File: src/hw/rtl/wpd_pkg.sv
package wpd_pkg;

  localparam int NUM_TYPES_DEF  = 4;
  localparam int POOL_DEPTH_DEF = 64;

  localparam int OPC_W    = 2;
  localparam int TYPE_W   = 3;
  localparam int ID_W     = 16;
  localparam int RARITY_W = 2;
  localparam int WEIGHT_W = 16;
  localparam int ROLL_W   = 22;
  localparam int STATUS_W = 3;

  localparam logic [OPC_W-1:0] OP_CLEAR  = 2'd0;
  localparam logic [OPC_W-1:0] OP_INSERT = 2'd1;
  localparam logic [OPC_W-1:0] OP_COMMIT = 2'd2;
  localparam logic [OPC_W-1:0] OP_DRAW   = 2'd3;

  localparam logic [RARITY_W-1:0] RARITY_BAD = 2'd3;

  localparam logic [STATUS_W-1:0] ST_OK         = 3'd0;
  localparam logic [STATUS_W-1:0] ST_NOT_LOADED = 3'd1;
  localparam logic [STATUS_W-1:0] ST_BAD_TYPE   = 3'd2;
  localparam logic [STATUS_W-1:0] ST_BAD_ID     = 3'd3;
  localparam logic [STATUS_W-1:0] ST_BAD_RARITY = 3'd4;
  localparam logic [STATUS_W-1:0] ST_DUPLICATE  = 3'd5;
  localparam logic [STATUS_W-1:0] ST_FULL       = 3'd6;
  localparam logic [STATUS_W-1:0] ST_EMPTY      = 3'd7;

  typedef struct packed {
    logic [ID_W-1:0]     id;
    logic [RARITY_W-1:0] rarity;
    logic [WEIGHT_W-1:0] weight;
  } slot_t;

endpackage

File: src/hw/rtl/wpd_cmp_unit.sv
module wpd_cmp_unit (
  input  logic                         draw_mode,
  input  logic [wpd_pkg::ROLL_W-1:0]   roll,
  input  logic [wpd_pkg::ID_W-1:0]     key_id,
  input  wpd_pkg::slot_t               entry,
  output logic                         hit,
  output logic [wpd_pkg::ROLL_W-1:0]   roll_rem
);
  import wpd_pkg::*;

  logic [ROLL_W-1:0] weight_ext;

  assign weight_ext = ROLL_W'(entry.weight);
  assign roll_rem   = roll - weight_ext;
  assign hit        = draw_mode ? (roll <= weight_ext) : (entry.id == key_id);

endmodule

File: config.mk
export PLATFORM = sky130hd
export DESIGN_NAME = wpd_cmp_unit
export DESIGN_NICKNAME = d
export VERILOG_FILES = /design/src/hw/rtl/wpd_pkg.sv /design/src/hw/rtl/wpd_cmp_unit.sv
export SDC_FILE = /design/constraint.sdc
export NUM_CORES = 1
export LEC_CHECK = 0
export ABC_AREA = 0
export BUFFER_PORTS_ARGS = -buffer_cell sky130_fd_sc_hd__buf_2
export CORE_MARGIN = 10
export CORE_UTILIZATION = 40
export DETAILED_ROUTE_END_ITERATION = 16
export PLACE_DENSITY_LB_ADDON = 0.08
export SETUP_SLACK_MARGIN = 0.15
export SLEW_MARGIN = 20
export SYNTH_ARGS = -nofsm -noshare
export SYNTH_HDL_FRONTEND = slang
export SYNTH_SLANG_ARGS = --single-unit
File: constraint.sdc
create_clock -name vclk -period 2.1
set_clock_uncertainty 0.2 [all_clocks]
set_input_delay 0 -clock vclk [all_inputs]
set_output_delay 0 -clock vclk [all_outputs]
set_load 0.01 [all_outputs]
==> results.md <==
* Worst-margin pin slew at 0.372 ns
* Share of power burned in the clock network at 0%
* Pre-CTS setup slack at -0.174 ns
* Die H at 78.2 µm
* Ant diodes at 0
* Top-Level Pins at 96
* Max Cap Violations at 0
* Core area at roughly 0.0033 mm²
* Worst setup EP type: primary output
* Critical path origin: roll[0]
* HP Start: roll[21]
* Final non-filler cell total at 352
* Final Hold Fails at 0
* Routed Antenna Nets at 0
* Comb pwr share at 100.0%
* Worst hold path class: in2out
* Dominant cell type by area after synthesis: xnor2_1
* Cells after Synth at 191
* Setup TNS at 0 ns
* Via count at 1760
* Sequential power share at 0%
* Int Pwr at 0.374 mW
* I/O Buffers at 94
* Rows at 21
* Initial antenna violation count at 0
* Register Area at 0 µm²
* Crit path DAT at 1.90 ns
* PnR worst setup slack at 0.00313 ns
* Switching part of the total at 49.2%
* Clock buffers at 0
* Placed Area at a little under 0.002 mm²
* Relative slew slack at about three quarters
* Syn. warnings at 0
* WS Path Type: in2out
* Final Instance Area at 0.00236 mm²
* First-pass GRT wire length at approximately 7800 µm
* Via count of the first global-routing pass at 1771
* Grt ovf at 0
* Worst IR Drop VDD at 205 µV
* Mean Syn Cell Area at 7.10 µm²
* Placed insts at 342
* Die area at 0.00612 mm²
* Fin crit share at 99.9%
* Filler cell count in the final layout at just over 300
* Worst EP required at between 1.5 and 2 ns
* Pin count of the biggest net entering global routing at 11
* Effective utilization at floorplan at 41.0%
* Final net count at 398
* Unrepaired setup endpoints after global routing: true
* Yosys top cell area share at 14.9%
* CTS hold repair buffers at 0
* Final Wtd Congestion at ~0.84
* DRT Pass-1 Iters at 4
* Leakage at 1.10 nW
* Sequential cells at 0
* Sw Pwr at approximately 0.36 mW
* Vias per cell at 5.00
* Drt first-iter violations at 38
* F_max at approximately 480 MHz
* Slowest cell on crit path: fa_2
* Worst Setup Start Kind: primary input
* Net Count, Synth at around 280
* Post-synthesis cell area at roughly 0.0014 mm²
* Max Slew Vio Count at 0
* Worst-path cell chain: buf_6 -> inv_4 -> ha_4 -> inv_2 -> fa_2 -> a21oi_4 -> o311ai_4 -> a2111oi_4 -> o31ai_1 -> a21oi_1 -> xnor2_1 -> buf_2
* Post-DP HPWL at 4000 µm
* Outcome: finished, final reports clean
* WL final at approximately 5000 µm
* Residual DRC at 0
* Layout area overhead at 74.2%
* Die Span X at 78.2 µm
* Pwr per Cell Area at just over 300 mW/mm²
* Distinct cells, synth at 46
* Commonest cells after routing, fill and taps aside: 90 x buf_2, 22 x xnor2_1, 20 x inv_1, 19 x buf_4, 13 x nor2_1
* Commonest non-fill, non-tap cell in the layout: buf_2
* Sequential element share of the synthesized area at 0%
* Largest cells by area after synthesis: xnor2_1 15%, ha_1 15%, inv_1 6.4%, xor2_1 5.8%, a21oi_1 4.1%
* CP Max Fanout at 3
* Post-DR wirelength/cell at 14.1 µm
* Setup violators final at 0
* Share of layout cells above drive strength 1 at 56.5%
* GRT Util Overall at between 10 and 15%
* Critical path's largest stage delay at 0.36 ns
* Final critical-path required period at ~2.1 ns
[per-stage QoR]
step / hold slack (ns) / utilization [%] / power (mW)
2_1_floorplan: -0.124 / - / 0.366
3_3_place_gp: 0.0836 / 59.6 / 0.596
3_5_place_dp: 0.0943 / 59.6 / 0.599
4_1_cts: 0.0963 / 63.8 / 0.648
5_1_grt: 0.106 / 71.4 / 0.810
6_report: 0.0957 / 71.4 / 0.736
[power by group through the flow]
stage / registers, mW / logic (mW) / clock network (mW)
detailed placement: 0 / 0.599 / 0
global route: 0 / 0.810 / 0
floorplan: 0 / 0.366 / 0
finish: 0 / 0.736 / 0
CTS: 0 / 0.648 / 0
global placement: 0 / 0.596 / 0
[cells in the mapped netlist (3+ instances only)]
| cell | number |
|---|---|
| a211oi_1 | 7 |
| a21o_1 | 3 |
| a21oi_1 | 11 |
| ha_1 | 16 |
| inv_1 | 23 |
| nand2_1 | 13 |
| nand3_1 | 4 |
| nand4_1 | 6 |
| nor2_1 | 14 |
| nor2b_1 | 4 |
| nor3_1 | 3 |
| nor4_1 | 3 |
| o21a_1 | 6 |
| o21ai_0 | 7 |
| or2_2 | 3 |
| xnor2_1 | 23 |
| xor2_1 | 9 |
[timing repair]
item                                    in CTS  in global routing
gates resized for setup                     17                 51
pin swaps                                   12                 20
endpoints found under the setup margin      11                 17
setup buffers                                7                  3
[kinds of logic after synthesis]
family,after synthesis,share of synthesized area [%]
buffers and inverters,26,7.84
AO/OA/AOI/OAI,56,31.6
adder cells (fa/ha/maj),17,16.2
XOR/XNOR,32,20.7
AND/OR/NAND/NOR,60,23.6
[path summary, 6_finish.rpt]
check | end | slack [ns] | depth (start not counted)
max | roll_rem[14] | 0.003 | 12
min | roll_rem[21] | 0.1 | 3
[worst max-delay path, delay by kind of cell]
kind / cells / cell delay, ns
XOR/XNOR: 1 / 0.13
adder cells (fa/ha/maj): 2 / 0.49
buffers and inverters: 4 / 0.33
AO/OA/AOI/OAI: 5 / 0.96
[metal layers]
metal / track usage (%) / wire [µm]
met5: 0 / 0
met4: 0 / 0
met3: 3.42 / 387
met2: 26.1 / 2410
met1: 17.0 / 2160
[final cells by class]
class,instances,area (µm²),share of cell area [%]
inverters,23,93.8,3.97
multi-input cells,165,1510,63.9
well taps,46,57.6,2.44
repair buffers,118,702,29.7
(Power assumes the default switching activity.)
